$ cat src/rtl/g2ld_pkg.sv
`default_nettype none

package g2ld_pkg;

    localparam int BASE_YEAR     = 1921;
    localparam int TABLE_YEARS   = 100;
    localparam int ROM_SIZE      = 100;
    localparam int WALK_YEARS    = (TABLE_YEARS < ROM_SIZE) ? TABLE_YEARS : ROM_SIZE;
    localparam int IDX_W         = (WALK_YEARS > 1) ? $clog2(WALK_YEARS) : 1;
    localparam int ROM_IDX_W     = $clog2(ROM_SIZE);
    localparam int START_OFFSET  = 38;
    localparam int DAYS_PER_YEAR = 365;
    localparam int COUNT_W       = 20;
    localparam int CALC_W        = 22;
    localparam int ENTRY_W       = 20;
    localparam int LONG_MIN      = 4095;
    localparam int SHORT_MONTH   = 29;
    localparam int LAST_BIT_LONG = 12;
    localparam int LAST_BIT_STD  = 11;

    // Bits 11..0 (or 12..0) flag 30-day months, bits 19..16 name the month
    // that the leap month follows.
    localparam logic [ENTRY_W-1:0] LUNAR_ROM [ROM_SIZE] = '{
        20'd2635,   20'd333387, 20'd1701,   20'd1748,   20'd267701,
        20'd694,    20'd2391,   20'd133423, 20'd1175,   20'd396438,
        20'd3402,   20'd3749,   20'd331177, 20'd1453,   20'd694,
        20'd201326, 20'd2350,   20'd465197, 20'd3221,   20'd3402,
        20'd400202, 20'd2901,   20'd1386,   20'd267611, 20'd605,
        20'd2349,   20'd137515, 20'd2709,   20'd464533, 20'd1738,
        20'd2901,   20'd330421, 20'd1242,   20'd2651,   20'd199255,
        20'd1323,   20'd529706, 20'd3733,   20'd1706,   20'd398762,
        20'd2741,   20'd1206,   20'd267438, 20'd2647,   20'd1318,
        20'd204070, 20'd3477,   20'd461653, 20'd1386,   20'd2413,
        20'd330077, 20'd1197,   20'd2637,   20'd268877, 20'd3365,
        20'd531109, 20'd2900,   20'd2922,   20'd398042, 20'd2395,
        20'd1179,   20'd267415, 20'd2635,   20'd661067, 20'd1701,
        20'd1748,   20'd398772, 20'd2742,   20'd2391,   20'd330031,
        20'd1175,   20'd1611,   20'd200010, 20'd3749,   20'd527717,
        20'd1452,   20'd2742,   20'd332397, 20'd2350,   20'd3222,
        20'd268949, 20'd3402,   20'd3493,   20'd133973, 20'd1386,
        20'd464219, 20'd605,    20'd2349,   20'd334123, 20'd2709,
        20'd2890,   20'd267946, 20'd2773,   20'd592565, 20'd1210,
        20'd2651,   20'd395863, 20'd1323,   20'd2707,   20'd265877
    };

    localparam logic [8:0] MONTH_OFFSET [12] = '{
        9'd0, 9'd31, 9'd59, 9'd90, 9'd120, 9'd151,
        9'd181, 9'd212, 9'd243, 9'd273, 9'd304, 9'd334
    };

    typedef struct packed {
        logic             busy;
        logic             done;
        logic             found;
        logic [IDX_W-1:0] year_idx;
        logic [3:0]       month;
        logic [4:0]       day;
        logic             leap;
    } walk_status_t;

    function automatic logic [ENTRY_W-1:0] rom_entry(input logic [ROM_IDX_W-1:0] idx);
        logic [ENTRY_W-1:0] value;
        value = '0;
        if (int'(idx) < ROM_SIZE)
        begin
            value = LUNAR_ROM[idx];
        end
        return value;
    endfunction

    function automatic logic [8:0] days_before_month(input logic [3:0] month);
        logic [8:0] value;
        logic [3:0] pos;
        value = '0;
        pos   = month - 4'd1;
        if (month >= 4'd1 && month <= 4'd12)
        begin
            value = MONTH_OFFSET[pos];
        end
        return value;
    endfunction

endpackage

`default_nettype wire

$ cat src/rtl/gregorian_to_lunar_date.sv
// Steps: the request is registered, the day count is computed and checked, then the
// month walk counts off lunar months from 1921-02-08 through at most the table's hundred
// years, and the result is registered. Requests: one at a time; the month walk, one
// subtraction per cycle, limits the rate. A new request is taken while the last result waits.
// Reset (rst_n, asynchronous, active low) empties the block and the output.
`default_nettype none

module gregorian_to_lunar_date
    import g2ld_pkg::*;
(
    input  wire logic        clk,
    input  wire logic        rst_n,
    input  wire logic        s_axis_tvalid,
    output logic             s_axis_tready,
    // gregorian_year[11:0], gregorian_month[15:12], gregorian_day[20:16], zero fill
    input  wire logic [23:0] s_axis_tdata,
    output logic             m_axis_tvalid,
    input  wire logic        m_axis_tready,
    // lunar_year[10:0], lunar_month[14:11], lunar_day[19:15], leap_month[20], zero fill
    output logic [23:0]      m_axis_tdata,
    // date_ok[0]
    output logic             m_axis_tuser
);

    typedef enum logic [2:0] {
        S_IDLE,
        S_CALC,
        S_CHECK,
        S_WALK,
        S_DONE
    } state_t;

    state_t              state_reg, state_next;
    logic [11:0]         year_reg, year_next;
    logic [3:0]          month_reg, month_next;
    logic [4:0]          day_reg, day_next;
    logic [CALC_W-1:0]   count_reg, count_next;
    logic                bad_reg, bad_next;
    logic                ok_reg, ok_next;
    logic                out_valid_reg, out_valid_next;
    logic                out_ok_reg, out_ok_next;
    logic [23:0]         out_data_reg, out_data_next;

    logic [11:0]         yoff;
    logic [CALC_W-1:0]   year_days;
    logic [CALC_W-1:0]   count_calc;
    logic                leap_add;
    logic                walk_start;
    logic                out_free;
    logic [10:0]         lunar_year;
    walk_status_t        walk_status;

    g2ld_month_walk u_walk (
        .clk         (clk),
        .rst_n       (rst_n),
        .start       (walk_start),
        .start_count (count_reg[COUNT_W-1:0]),
        .status      (walk_status)
    );

    always_comb
    begin
        yoff       = year_reg - 12'(BASE_YEAR);
        year_days  = CALC_W'(yoff) * CALC_W'(DAYS_PER_YEAR);
        leap_add   = (year_reg[1:0] == 2'b00) && (month_reg > 4'd2);
        // From 1921 on, dates before 1921-02-07 wrap below zero; bit 21 flags it.
        count_calc = year_days + CALC_W'(yoff[11:2]) + CALC_W'(day_reg)
                   + CALC_W'(days_before_month(month_reg)) + CALC_W'(leap_add)
                   - CALC_W'(START_OFFSET);
        walk_start = (state_reg == S_CHECK) && !bad_reg
                   && !count_reg[CALC_W-1] && (count_reg != '0);
        out_free   = !out_valid_reg || m_axis_tready;
        lunar_year = 11'(BASE_YEAR) + 11'(walk_status.year_idx);
    end

    always_comb
    begin
        state_next     = state_reg;
        year_next      = year_reg;
        month_next     = month_reg;
        day_next       = day_reg;
        count_next     = count_reg;
        bad_next       = bad_reg;
        ok_next        = ok_reg;
        out_valid_next = out_valid_reg;
        out_ok_next    = out_ok_reg;
        out_data_next  = out_data_reg;

        if (out_valid_reg && m_axis_tready)
        begin
            out_valid_next = 1'b0;
        end

        unique case (state_reg)
            S_IDLE:
            begin
                if (s_axis_tvalid)
                begin
                    year_next  = s_axis_tdata[11:0];
                    month_next = s_axis_tdata[15:12];
                    day_next   = s_axis_tdata[20:16];
                    state_next = S_CALC;
                end
            end
            S_CALC:
            begin
                count_next = count_calc;
                bad_next   = (year_reg < 12'(BASE_YEAR)) || (month_reg == 4'd0)
                           || (month_reg > 4'd12);
                state_next = S_CHECK;
            end
            S_CHECK:
            begin
                if (walk_start)
                begin
                    state_next = S_WALK;
                end
                else
                begin
                    ok_next    = 1'b0;
                    state_next = S_DONE;
                end
            end
            S_WALK:
            begin
                if (walk_status.done)
                begin
                    ok_next    = walk_status.found;
                    state_next = S_DONE;
                end
            end
            S_DONE:
            begin
                if (out_free)
                begin
                    out_valid_next = 1'b1;
                    out_ok_next    = ok_reg;
                    out_data_next  = ok_reg ? {3'b000, walk_status.leap, walk_status.day,
                                               walk_status.month, lunar_year}
                                            : 24'd0;
                    state_next     = S_IDLE;
                end
            end
            default:
            begin
                state_next = S_IDLE;
            end
        endcase
    end

    always_ff @(posedge clk or negedge rst_n)
    begin
        if (!rst_n)
        begin
            state_reg     <= S_IDLE;
            year_reg      <= '0;
            month_reg     <= '0;
            day_reg       <= '0;
            count_reg     <= '0;
            bad_reg       <= 1'b0;
            ok_reg        <= 1'b0;
            out_valid_reg <= 1'b0;
            out_ok_reg    <= 1'b0;
            out_data_reg  <= '0;
        end
        else
        begin
            state_reg     <= state_next;
            year_reg      <= year_next;
            month_reg     <= month_next;
            day_reg       <= day_next;
            count_reg     <= count_next;
            bad_reg       <= bad_next;
            ok_reg        <= ok_next;
            out_valid_reg <= out_valid_next;
            out_ok_reg    <= out_ok_next;
            out_data_reg  <= out_data_next;
        end
    end

    assign s_axis_tready = (state_reg == S_IDLE);
    assign m_axis_tvalid = out_valid_reg;
    assign m_axis_tdata  = out_data_reg;
    assign m_axis_tuser  = out_ok_reg;

    a_invalid_zero: assert property (@(posedge clk) disable iff (!rst_n)
        (m_axis_tvalid && !m_axis_tuser) |-> (m_axis_tdata == 24'd0))
        else $error("invalid result carries nonzero fields");

    a_out_hold: assert property (@(posedge clk) disable iff (!rst_n)
        (m_axis_tvalid && !m_axis_tready)
        |=> (m_axis_tvalid && $stable(m_axis_tdata) && $stable(m_axis_tuser)))
        else $error("stalled result changed before it was taken");

    a_walk_in_state: assert property (@(posedge clk) disable iff (!rst_n)
        (state_reg != S_WALK) |-> !walk_status.busy)
        else $error("month walk busy outside the walk state");

endmodule

`default_nettype wire

$ cat src/rtl/g2ld_month_walk.sv
`default_nettype none

module g2ld_month_walk
    import g2ld_pkg::*;
(
    input  wire logic               clk,
    input  wire logic               rst_n,
    input  wire logic               start,
    input  wire logic [COUNT_W-1:0] start_count,
    output walk_status_t            status
);

    logic [COUNT_W-1:0] count_reg, count_next;
    logic [IDX_W-1:0]   idx_reg, idx_next;
    logic [3:0]         pos_reg, pos_next;
    logic               busy_reg, busy_next;
    logic               done_reg, done_next;
    logic               found_reg, found_next;
    logic [IDX_W-1:0]   res_idx_reg, res_idx_next;
    logic [3:0]         res_month_reg, res_month_next;
    logic [4:0]         res_day_reg, res_day_next;
    logic               res_leap_reg, res_leap_next;

    logic [ENTRY_W-1:0] entry;
    logic [15:0]        month_bits;
    logic               long_year;
    logic [3:0]         last_bit;
    logic [3:0]         bit_pos;
    logic [4:0]         month_len;
    logic               fits;
    logic [3:0]         lmon;
    logic [4:0]         leap_after;

    always_comb
    begin
        entry      = rom_entry(ROM_IDX_W'(idx_reg));
        month_bits = entry[15:0];
        long_year  = entry >= ENTRY_W'(LONG_MIN);
        last_bit   = long_year ? 4'(LAST_BIT_LONG) : 4'(LAST_BIT_STD);
        // Months run from the highest flag bit down to bit 0.
        bit_pos    = last_bit - pos_reg;
        month_len  = 5'(SHORT_MONTH) + {4'b0, month_bits[bit_pos]};
        fits       = count_reg <= COUNT_W'(month_len);
        lmon       = pos_reg + 4'd1;
        leap_after = {1'b0, entry[19:16]} + 5'd1;
    end

    always_comb
    begin
        count_next     = count_reg;
        idx_next       = idx_reg;
        pos_next       = pos_reg;
        busy_next      = busy_reg;
        done_next      = 1'b0;
        found_next     = found_reg;
        res_idx_next   = res_idx_reg;
        res_month_next = res_month_reg;
        res_day_next   = res_day_reg;
        res_leap_next  = res_leap_reg;

        if (start)
        begin
            count_next = start_count;
            idx_next   = '0;
            pos_next   = '0;
            busy_next  = 1'b1;
        end
        else if (busy_reg)
        begin
            if (fits)
            begin
                busy_next     = 1'b0;
                done_next     = 1'b1;
                found_next    = 1'b1;
                res_idx_next  = idx_reg;
                res_day_next  = count_reg[4:0];
                res_leap_next = 1'b0;
                // In a year with a leap month, the leap month and the months after it shift down by one.
                if (long_year && {1'b0, lmon} == leap_after)
                begin
                    res_month_next = lmon - 4'd1;
                    res_leap_next  = 1'b1;
                end
                else if (long_year && {1'b0, lmon} > leap_after)
                begin
                    res_month_next = lmon - 4'd1;
                end
                else
                begin
                    res_month_next = lmon;
                end
            end
            else
            begin
                count_next = count_reg - COUNT_W'(month_len);
                if (pos_reg == last_bit)
                begin
                    if (idx_reg == IDX_W'(WALK_YEARS - 1))
                    begin
                        busy_next  = 1'b0;
                        done_next  = 1'b1;
                        found_next = 1'b0;
                    end
                    else
                    begin
                        idx_next = idx_reg + IDX_W'(1);
                        pos_next = '0;
                    end
                end
                else
                begin
                    pos_next = pos_reg + 4'd1;
                end
            end
        end
    end

    always_ff @(posedge clk or negedge rst_n)
    begin
        if (!rst_n)
        begin
            count_reg     <= '0;
            idx_reg       <= '0;
            pos_reg       <= '0;
            busy_reg      <= 1'b0;
            done_reg      <= 1'b0;
            found_reg     <= 1'b0;
            res_idx_reg   <= '0;
            res_month_reg <= '0;
            res_day_reg   <= '0;
            res_leap_reg  <= 1'b0;
        end
        else
        begin
            count_reg     <= count_next;
            idx_reg       <= idx_next;
            pos_reg       <= pos_next;
            busy_reg      <= busy_next;
            done_reg      <= done_next;
            found_reg     <= found_next;
            res_idx_reg   <= res_idx_next;
            res_month_reg <= res_month_next;
            res_day_reg   <= res_day_next;
            res_leap_reg  <= res_leap_next;
        end
    end

    assign status.busy     = busy_reg;
    assign status.done     = done_reg;
    assign status.found    = found_reg;
    assign status.year_idx = res_idx_reg;
    assign status.month    = res_month_reg;
    assign status.day      = res_day_reg;
    assign status.leap     = res_leap_reg;

    a_done_not_busy: assert property (@(posedge clk) disable iff (!rst_n)
        done_reg |-> !busy_reg)
        else $error("walk reports done while still busy");

    a_no_restart: assert property (@(posedge clk) disable iff (!rst_n)
        start |-> !busy_reg)
        else $error("walk started while a walk is in progress");

    a_count_positive: assert property (@(posedge clk) disable iff (!rst_n)
        busy_reg |-> count_reg != '0)
        else $error("remaining day count reached zero during the walk");

    a_day_range: assert property (@(posedge clk) disable iff (!rst_n)
        (done_reg && found_reg) |-> (res_day_reg != 5'd0 && res_day_reg <= 5'd30))
        else $error("lunar day out of range");

    a_month_range: assert property (@(posedge clk) disable iff (!rst_n)
        (done_reg && found_reg) |-> (res_month_reg != 4'd0 && res_month_reg <= 4'd12))
        else $error("lunar month out of range");

endmodule

`default_nettype wire

$ cat config.mk
export PLATFORM = sky130hd
export DESIGN_NAME = gregorian_to_lunar_date
export DESIGN_NICKNAME = d
export VERILOG_FILES = /design/src/rtl/g2ld_pkg.sv /design/src/rtl/gregorian_to_lunar_date.sv /design/src/rtl/g2ld_month_walk.sv
export SDC_FILE = /design/constraint.sdc
export NUM_CORES = 1
export LEC_CHECK = 0
export BUFFER_PORTS_ARGS = -buffer_cell sky130_fd_sc_hd__buf_4
export CAP_MARGIN = 20
export CORE_MARGIN = 5
export CORE_UTILIZATION = 41
export DETAILED_ROUTE_END_ITERATION = 10
export GPL_TIMING_DRIVEN = 0
export SYNTH_ARGS = -nofsm -noshare
export SYNTH_HDL_FRONTEND = slang
export SYNTH_SLANG_ARGS = --single-unit
$ cat constraint.sdc
create_clock -name clk -period 9.5 [get_ports clk]
set_clock_uncertainty 0.1 [all_clocks]
set_input_delay 1.9 -clock clk [delete_from_list [all_inputs] [get_ports clk]]
set_output_delay 1.9 -clock clk [all_outputs]
set_load 0.005 [all_outputs]
==> impl_metrics.csv, run 1 <==
group,metric,value,unit
outcome,status,"completed",
global_routing,grt_overflow,0,
die,dieHeight,181.6,um
worst_setup_path,cp.arrival,9.32,ns
clocking,clk_pin_slew,0.06,ns
timing,finalCriticalPeriod,9.141,ns
placed_design,dp_worst_setup_slack,-0.1149,ns
yosys,synth_largest_area_cell,"dfrtp_1",
worst_setup_path,r2r_cells,31,
routing,route.detailed.drc,0,
worst_setup_path,crit_slowest_cell,"fa_1",
timing,period_share,0.9622,
worst_hold_path,hold_path.class,"register to register",
global_routing,antenna_found_initial,2,
routing,wirelength,41.31,mm
routing,firstDrtPassIters,5,
final_layout,final_area,0.01364,mm2
yosys,synth_cell_types,84,
die,die_area,0.03298,mm2
clocking,clk_path_buf_depth,2,
yosys,synth_area_leaders,"dfrtp_1 25%, fa_1 12%, ha_1 12%",
worst_setup_path,path_max_fanout,10,
routing,drt_iter0_drc,981,
worst_setup_path,r2r_end,"u_walk.count_reg[16]",
clocking,h-tree-depth,4,
routing,wl_met1,18.95,mm
timing,tightest_slew,1.026,ns
timing,setup_viol_count_final,0,
worst_setup_path,cp_common_cell,"inv_1",
clocking,hold_buffers,0,
worst_setup_path,reg2reg_slack,0.36,ns
final_layout,diodes,0,
worst_hold_path,hold-path-cell-count,2,
yosys,syn-instance-count,1416,
timing,finalHoldViolations,0,
final_layout,final_cell_mix,"163 x nand2_1, 143 x inv_1, 119 x dfrtp_1",
worst_hold_path,min_from,"u_walk.res_day_reg[3]",
global_routing,globalRouteTotalUtil,0.2471,
yosys,synth_ff_type,"dfrtp_1",
run,maxCapViolCount,0,
timing,drv_slew,0,
placed_design,dp_hpwl,32.22,mm
placed_design,gp_congestion,0.9612,
worst_setup_path,cp.required,9.68,ns
clocking,clkLatencyLatePin,0.42,ns
final_layout,nets,1705,
worst_setup_path,worstReg2RegStart,"u_walk.idx_reg[1]",
worst_setup_path,cp-end-kind,"register",
global_routing,grt_max_degree,63,
final_layout,final_common_cell,"nand2_1",
yosys,synth_top_area_share,0.2487,
clocking,cts_made_buffers,17,
final_layout,largest_reg_flops,22,
final_layout,fillCellCount,2881,
routing,vias,10900,
clocking,tritoncts,"yes",
timing,worst_slack,0.3587,ns
worst_setup_path,startpoint_type,"register",
die,coreArea,0.02886,mm2
die,die_w,181.6,um
die,ios,55,
timing,slew_headroom,0.3071,
global_routing,grt_pass1_wl,63.83,mm
clocking,clock-root-buffer,"clkbuf_16",
final_layout,area_delta_synth_final,12.92,%
routing,drtAntennaViolNets,0,
yosys,synth_area_per_cell,8.528,um2
yosys,ys_async_sr_fraction,1.000,
worst_hold_path,hold-path-endpoint,"u_walk.res_day_reg[3]",
placed_design,dpl_cell_area,0.01297,mm2
die,rows,62,
timing,max_clock_freq,109.4,MHz
global_routing,grt_pass1_vias,10870,
placed_design,port-buffer-count,48,
yosys,yosysWarnings,0,
routing,dr.max_layer_used,"met4",
yosys,syn_area,0.01208,mm2
yosys,synth_edf_count,0,
die,start_util,0.4184,
yosys,ys_ff_latch,120,
final_layout,drive_above_1_share,0.1181,
clocking,clock_sinks,120,
routing,drt-wirelength-per-cell,21.84,um
worst_setup_path,worstSetupPathType,"register to register",
routing,viasPerCell,5.765,
worst_setup_path,max_stage_delay,0.61,ns
yosys,yosysSeqAreaShare,0.2487,
routing,met2_wirelength,17.42,mm
routing,dr_wl_met3,3.723,mm
cells by family (layout without fill, tap and decap cells):
family	after synthesis	in the layout	share of synthesized area
simple gates	433	433	0.1706
mux	32	32	0.03171
flops	120	120	0.2487
buf+inv	229	318	0.07895
compound gates	349	349	0.1860
other cells	1	3	0.0003106
fa+ha+maj	183	183	0.2338
xor+xnor	69	69	0.05005
how the worst max path moves through the flow:
stage               slack, ns               from                    to
floorplan                1.92  u_walk.idx_reg[0]  u_walk.count_reg[16]
global placement        -0.24  u_walk.idx_reg[0]  u_walk.count_reg[16]
detailed placement      -0.11  u_walk.idx_reg[0]  u_walk.count_reg[16]
CTS                      0.09  u_walk.idx_reg[0]  u_walk.count_reg[16]
global route            -0.01  u_walk.idx_reg[1]  u_walk.count_reg[16]
finish                   0.36  u_walk.idx_reg[1]  u_walk.count_reg[16]
critical path, delay by kind of cell (launching register included):
family,cells,cell delay [ns]
flops,1,0.51
fa+ha+maj,4,1.69
xor+xnor,1,0.17
compound gates,10,2.22
buf+inv,6,1.16
mux,1,0.10
simple gates,9,3.03
layer usage:
metal | GRT usage | vias to the layer above
met5 | 0 | -
met1 | 0.3562 | 5288
met4 | 0.07866 | 0
met2 | 0.3550 | 466
met3 | 0.07443 | 88
li1 | - | 5060
area by class of cell:
| cell class | instances | area, um2 | area share |
|---|---|---|---|
| inverter | 149 | 566.8 | 0.04157 |
| clock buffer | 19 | 432.9 | 0.03175 |
| tap | 384 | 480.5 | 0.03524 |
| sequential | 120 | 3004 | 0.2203 |
| multi-input combinational | 1069 | 8144 | 0.5973 |
| clock inverter | 13 | 145.1 | 0.01064 |
| timing repair buffer | 58 | 462.9 | 0.03395 |
| buffer | 79 | 399.1 | 0.02927 |
stage by stage:
stage | util | TNS [ns] | hold WS (ns) | cells
floorplan | - | 0 | 0.3462 | 1418
detailed placement | 0.4493 | -0.1149 | 0.3627 | 1852
finish | 0.4725 | 0 | 0.3738 | 1891
global placement | 0.4478 | -0.3367 | 0.3597 | 1850
CTS | 0.4693 | 0 | 0.3789 | 1883
global route | 0.4725 | -0.01094 | 0.4069 | 1891
cell usage after synthesis, drive strengths merged, types with 5 or more instances:
cell,count
ha,112
a22oi,6
fa,71
dfrtp,120
a21oi,75
o211ai,11
xnor2,38
a21o,14
nor3,29
or4,6
mux2,20
nor2b,16
and2,8
nor2,97
a211oi,19
or3,10
o311ai,8
xor2,31
o21ai,112
mux2i,9
nand2b,21
nand3,26
a31oi,14
o22ai,8
nand3b,6
o31ai,12
or2,8
nand4,11
buf,41
nor4,7
a2111oi,5
nand2,164
o41ai,5
a221oi,7
inv,149
o21bai,5
a311oi,6
clkbuf,39
and3,11
timing repair:
action,CTS,global route
gates resized for setup,1,17
buffers inserted,0,8
hold endpoints to repair,0,0
endpoints found under the setup margin,2,4
Power of run 1 is left out: the tool's default activity adds up to more than one toggle a clock period on the data nets, which glitch-free logic cannot reach.
==> inputs of run 2 (changes only) <==
--- a/config.mk
+++ b/config.mk
@@ -9,8 +9,10 @@
 export CAP_MARGIN = 20
 export CORE_MARGIN = 5
 export CORE_UTILIZATION = 41
+export CTS_BUF_LIST = sky130_fd_sc_hd__clkbuf_8
 export DETAILED_ROUTE_END_ITERATION = 10
 export GPL_TIMING_DRIVEN = 0
 export SYNTH_ARGS = -nofsm -noshare
 export SYNTH_HDL_FRONTEND = slang
+export SYNTH_HIERARCHICAL = 1
 export SYNTH_SLANG_ARGS = --single-unit
==> run 2 against run 1 <==
Compared with the run above:
- final cell count grew 0.63%
- flip-flop and latch count stayed put
- utilization is 1.2 points lower
- routed wire length shrank 8.2%
- maximum frequency grew 1.4%
- final area is essentially flat
- critical path depth unchanged
- global-route usage is 2.2 points lower
- synthesized area rose by 1.8%
- sequential share of layout area about the same
==> impl_metrics.csv, run 2 <==
group,metric,value,unit
outcome,status,"completed",
worst_setup_path,r2r_cells,31,
final_layout,largest_reg_flops,22,
clocking,hold_buffers,0,
routing,wirelength,37.92,mm
die,rows,63,
timing,finalHoldViolations,0,
global_routing,antenna_found_initial,0,
clocking,cts_made_buffers,17,
die,start_util,0.4148,
final_layout,final_area,0.01364,mm2
global_routing,grt_overflow,0,
die,die_area,0.03355,mm2
global_routing,met1_usage,0.3142,
timing,tightest_slew,1.041,ns
global_routing,use_met2,0.3460,
timing,drv_slew,0,
timing,whs,0.3803,ns
global_routing,grtUsageMet3,0.05474,
final_layout,final_common_cell,"nand2_1",
die,die_w,183.2,um
final_layout,area_delta_synth_final,10.96,%
global_routing,grt_pass1_wl,60.06,mm
die,coreArea,0.02964,mm2
worst_setup_path,cp.arrival,9.22,ns
worst_setup_path,startpoint_type,"register",
worst_hold_path,hold-path-endpoint,"m_axis_tdata[12]",
clocking,clk_path_buf_depth,2,
global_routing,grt.busiest_layer,"met2",
clocking,h-tree-depth,4,
worst_setup_path,cp_common_cell,"nand2_1",
yosys,yosysWarnings,6,
die,dieHeight,183.2,um
yosys,synth_area_per_cell,8.628,um2
final_layout,fin_util,0.4603,
global_routing,globalRouteTotalUtil,0.2255,
yosys,syn-instance-count,1425,
routing,drt-wirelength-per-cell,19.92,um
routing,vias,11030,
run,maxCapViolCount,0,
timing,slew_headroom,0.3008,
placed_design,port-buffer-count,48,
clocking,tritoncts,"yes",
final_layout,diodes,0,
die,ios,55,
routing,route.detailed.drc,0,
worst_setup_path,crit_slowest_cell,"fa_1",
timing,period_share,0.9488,
worst_setup_path,cp.required,9.71,ns
placed_design,dp_hpwl,29.47,mm
routing,drt_iter0_drc,1379,
final_layout,drive_above_1_share,0.1262,
timing,max_clock_freq,110.9,MHz
worst_hold_path,hold_path.class,"register to register",
global_routing,grt_pass1_vias,10870,
worst_setup_path,path_max_fanout,10,
routing,viasPerCell,5.795,
final_layout,nets,1711,
clocking,clkLatencyLatePin,0.44,ns
final_layout,final_cell_mix,"177 x nand2_1, 154 x inv_1, 120 x dfrtp_1",
routing,firstDrtPassIters,6,
worst_setup_path,cp-end-kind,"register",
clocking,clk_pin_slew,0.08,ns
worst_setup_path,r2r_end,"u_walk/count_reg[18]",
worst_setup_path,reg2reg_slack,0.49,ns
timing,finalCriticalPeriod,9.014,ns
placed_design,dpl_cell_area,0.01318,mm2
clocking,clock_sinks,120,
worst_setup_path,worstReg2RegStart,"u_walk/idx_reg[0]",
global_routing,grt_max_degree,67,
timing,setup_tns,0,ns
worst_setup_path,worstSetupPathType,"register to register",
timing,rsz0062_at_grt,"false",
worst_hold_path,hold-path-cell-count,2,
timing,setup_viol_count_final,0,
worst_setup_path,max_stage_delay,0.60,ns
worst_hold_path,min_from,"m_axis_tdata[12]",
yosys,syn_area,0.01229,mm2
routing,drtAntennaViolNets,0,
clocking,clock-root-buffer,"clkbuf_8",
placed_design,gp_congestion,1.070,
==> run 2: area by class of cell <==
cell class / count / area [um2]
buffer: 82 / 411.6
inverter: 155 / 585.6
fill: 2974 / 16000
clock buffer: 17 / 234.0
multi-input combinational: 1070 / 8323
clock inverter: 15 / 167.7
tap: 390 / 488.0
sequential: 120 / 3003
timing repair buffer: 54 / 429.2
==> run 2: timing repair <==
item | in CTS | in global routing
endpoints found under the setup margin | 4 | 25
buffers inserted | 0 | 5
gates resized for setup | 1 | 8
hold endpoints to repair | 0 | 0
==> run 2: worst max path at each step <==
| stage | slack, ns | start | depth (start not counted) | to |
|---|---|---|---|---|
| after floorplan | 1.93 | u_walk/idx_reg[1] | 30 | u_walk/idx_reg[5] |
| after global placement | -0.42 | u_walk/idx_reg[1] | 30 | u_walk/idx_reg[5] |
| after detailed placement | -0.28 | u_walk/idx_reg[1] | 30 | u_walk/idx_reg[5] |
| after CTS | 0.08 | u_walk/idx_reg[1] | 30 | u_walk/idx_reg[5] |
| after global routing | 0.11 | u_walk/idx_reg[0] | 33 | u_walk/count_reg[18] |
| final | 0.49 | u_walk/idx_reg[0] | 31 | u_walk/count_reg[18] |
==> run 2: routing by layer <==
metal	up-vias	routed length, um
met5	-	0
met3	118	3323
met2	527	16750
li1	5057	-
met4	0	1312
met1	5326	16530
==> run 2: stage by stage <==
stage / setup slack, ns / instances
finish: 0.4862 / 1903
detailed placement: -0.2779 / 1866
global route: 0.1079 / 1903
global placement: -0.4217 / 1865
CTS: 0.07639 / 1898
floorplan: 1.933 / 1427
==> run 2: critical path: cells and delay by family, from the launching register on <==
kind / cells / cell delay [ns]
adders and majority gates: 5 / 1.67
muxes: 4 / 1.49
and+or+nand+nor: 10 / 2.21
buffers and inverters: 5 / 1.17
DFF: 1 / 0.48
AOI/OAI and AO/OA: 6 / 1.55
xor gates and xnor gates: 1 / 0.16
Power of run 2 is left out for the same reason.
==> inputs of run 3 (changes only) <==
--- a/config.mk
+++ b/config.mk
@@ -8,10 +8,11 @@
 export BUFFER_PORTS_ARGS = -buffer_cell sky130_fd_sc_hd__buf_4
 export CAP_MARGIN = 20
 export CORE_MARGIN = 5
-export CORE_UTILIZATION = 41
+export CORE_UTILIZATION = 60
 export CTS_BUF_LIST = sky130_fd_sc_hd__clkbuf_8
 export DETAILED_ROUTE_END_ITERATION = 10
 export GPL_TIMING_DRIVEN = 0
+export PLACE_DENSITY = 0.78
 export SYNTH_ARGS = -nofsm -noshare
 export SYNTH_HDL_FRONTEND = slang
 export SYNTH_HIERARCHICAL = 1
==> run 3 against run 2 <==
Compared with the run above:
- final cell count is 6.3% lower
- sequential share of layout area grew 0.29 points
- maximum frequency decreased by 0.85%
- die area down 30%
- count of clock-buffer cells in the layout stayed put
- final area is 1.3% lower
- register-to-register slack got worse by 0.08 ns
- worst hold slack better by 0.00086 ns
- routed wire length increased by 0.70%
- first-iteration DRC count fell by 15%
- via count rose by 1.5%
- flip-flop and latch count unchanged
==> impl_metrics.csv, run 3 (same netlist as run 2, synthesis figures left out) <==
group,metric,value,unit
final_layout,nets,1711,
worst_hold_path,hold_path.class,"register to register",
timing,slew_headroom,0.3576,
global_routing,grtUsageMet3,0.1015,
routing,firstDrtPassIters,6,
clocking,clock_sinks,120,
routing,drt-wirelength-per-cell,21.41,um
global_routing,grt_overflow,0,
final_layout,final_area,0.01347,mm2
timing,finalHoldViolations,0,
routing,drtAntennaViolNets,0,
timing,drv_slew,0,
placed_design,dp_hpwl,29.56,mm
final_layout,area_delta_synth_final,9.536,%
global_routing,grt_pass1_vias,11120,
die,rows,52,
global_routing,antenna_found_initial,0,
final_layout,largest_reg_flops,22,
routing,route.detailed.drc,0,
die,die_w,153.1,um
global_routing,use_met2,0.4771,
routing,wirelength,38.18,mm
final_layout,seqCellArea,0.003003,mm2
clocking,clk_path_buf_depth,2,
global_routing,grt_pass1_wl,60.72,mm
die,start_util,0.6076,
placed_design,port-buffer-count,48,
worst_setup_path,path_max_fanout,10,
worst_setup_path,worstSetupPathType,"register to register",
global_routing,grt_max_degree,80,
clocking,clock-root-buffer,"clkbuf_8",
routing,drt_iter0_drc,1170,
timing,max_clock_freq,110.0,MHz
timing,period_share,0.9569,
worst_setup_path,cp.required,9.71,ns
worst_setup_path,cp.arrival,9.30,ns
timing,tightest_slew,0.9567,ns
worst_setup_path,cp_common_cell,"nand2_1",
timing,setup_tns,0,ns
die,coreArea,0.02023,mm2
clocking,tritoncts,"yes",
worst_setup_path,crit_slowest_cell,"nor2b_1",
global_routing,met1_usage,0.4502,
die,die_area,0.02345,mm2
die,ios,55,
clocking,hold_buffers,0,
clocking,h-tree-depth,4,
placed_design,gp_congestion,1.099,
timing,setup_viol_count_final,0,
routing,vias,11200,
clocking,clk_pin_slew,0.09,ns
clocking,cts_made_buffers,17,
final_layout,drive_above_1_share,0.1262,
worst_setup_path,startpoint_type,"register",
worst_setup_path,cp-end-kind,"register",
outcome,status,"completed",
timing,rsz0062_at_grt,"false",
final_layout,multi_input_area,0.008314,mm2
clocking,clkLatencyLatePin,0.44,ns
final_layout,final_cell_mix,"177 x nand2_1, 153 x inv_1, 120 x dfrtp_1",
final_layout,fillCellCount,1641,
timing,finalCriticalPeriod,9.091,ns
placed_design,dpl_cell_area,0.01304,mm2
die,dieHeight,153.1,um
global_routing,grt.busiest_layer,"met2",
run,maxCapViolCount,0,
global_routing,globalRouteTotalUtil,0.3245,
routing,viasPerCell,6.279,
worst_setup_path,max_stage_delay,0.62,ns
final_layout,final_common_cell,"nand2_1",
final_layout,diodes,0,
run 3: stage by stage:
| step | utilization | setup slack [ns] | hold slack [ns] | cells |
|---|---|---|---|---|
| 3_5_place_dp | 0.6443 | 0.1119 | 0.3637 | 1747 |
| 6_report | 0.6655 | 0.4092 | 0.3812 | 1783 |
| 2_1_floorplan | - | 1.933 | 0.3445 | 1427 |
| 5_1_grt | 0.6655 | 0.0009113 | 0.4241 | 1783 |
| 3_3_place_gp | 0.6425 | -0.4279 | 0.3600 | 1745 |
| 4_1_cts | 0.6634 | 0.07219 | 0.3837 | 1779 |
run 3: area by class of cell:
cell class,count,area share
Clock buffer,17,0.01737
Timing Repair Buffer,54,0.03168
Sequential cell,120,0.2230
Clock inverter,15,0.01143
Inverter,155,0.04348
Multi-Input combinational cell,1070,0.6174
Buffer,82,0.03057
Tap cell,270,0.02509
run 3: worst max-delay path, delay by kind of cell (launching register included):
| kind | cells | cell delay (ns) |
|---|---|---|
| AOI/OAI and AO/OA | 6 | 1.37 |
| xor gates and xnor gates | 1 | 0.17 |
| adders and majority gates | 5 | 1.61 |
| buffers and inverters | 6 | 1.44 |
| DFF | 1 | 0.52 |
| muxes | 4 | 1.47 |
| and+or+nand+nor | 10 | 2.28 |
run 3: final timing paths:
path / start / to / slack [ns] / cells after the start
max: u_walk/idx_reg[0] / u_walk/count_reg[18] / 0.41 / 32
min: u_walk/res_day_reg[4] / u_walk/res_day_reg[4] / 0.38 / 2
max reg2reg: u_walk/idx_reg[0] / u_walk/count_reg[18] / 0.41 / 32
min reg2reg: u_walk/res_day_reg[4] / u_walk/res_day_reg[4] / 0.38 / 2
max in group asynchronous: rst_n / day_reg[3] / 7.29 / 2
min in group asynchronous: rst_n / u_walk/res_month_reg[1] / 1.27 / 1
run 3: repair_timing:
action                     in CTS  in global routing
setup endpoints to repair       0                 28
buffers inserted                0                  4
gates resized for setup         0                  7
run 3: layer usage:
layer | vias up | share of wire
li1 | 5048 | -
met1 | 5445 | 0.42
met2 | 574 | 0.43
met3 | 128 | 0.11
met4 | 0 | 0.039
met5 | - | 0
Power of run 3 is left out for the same reason.
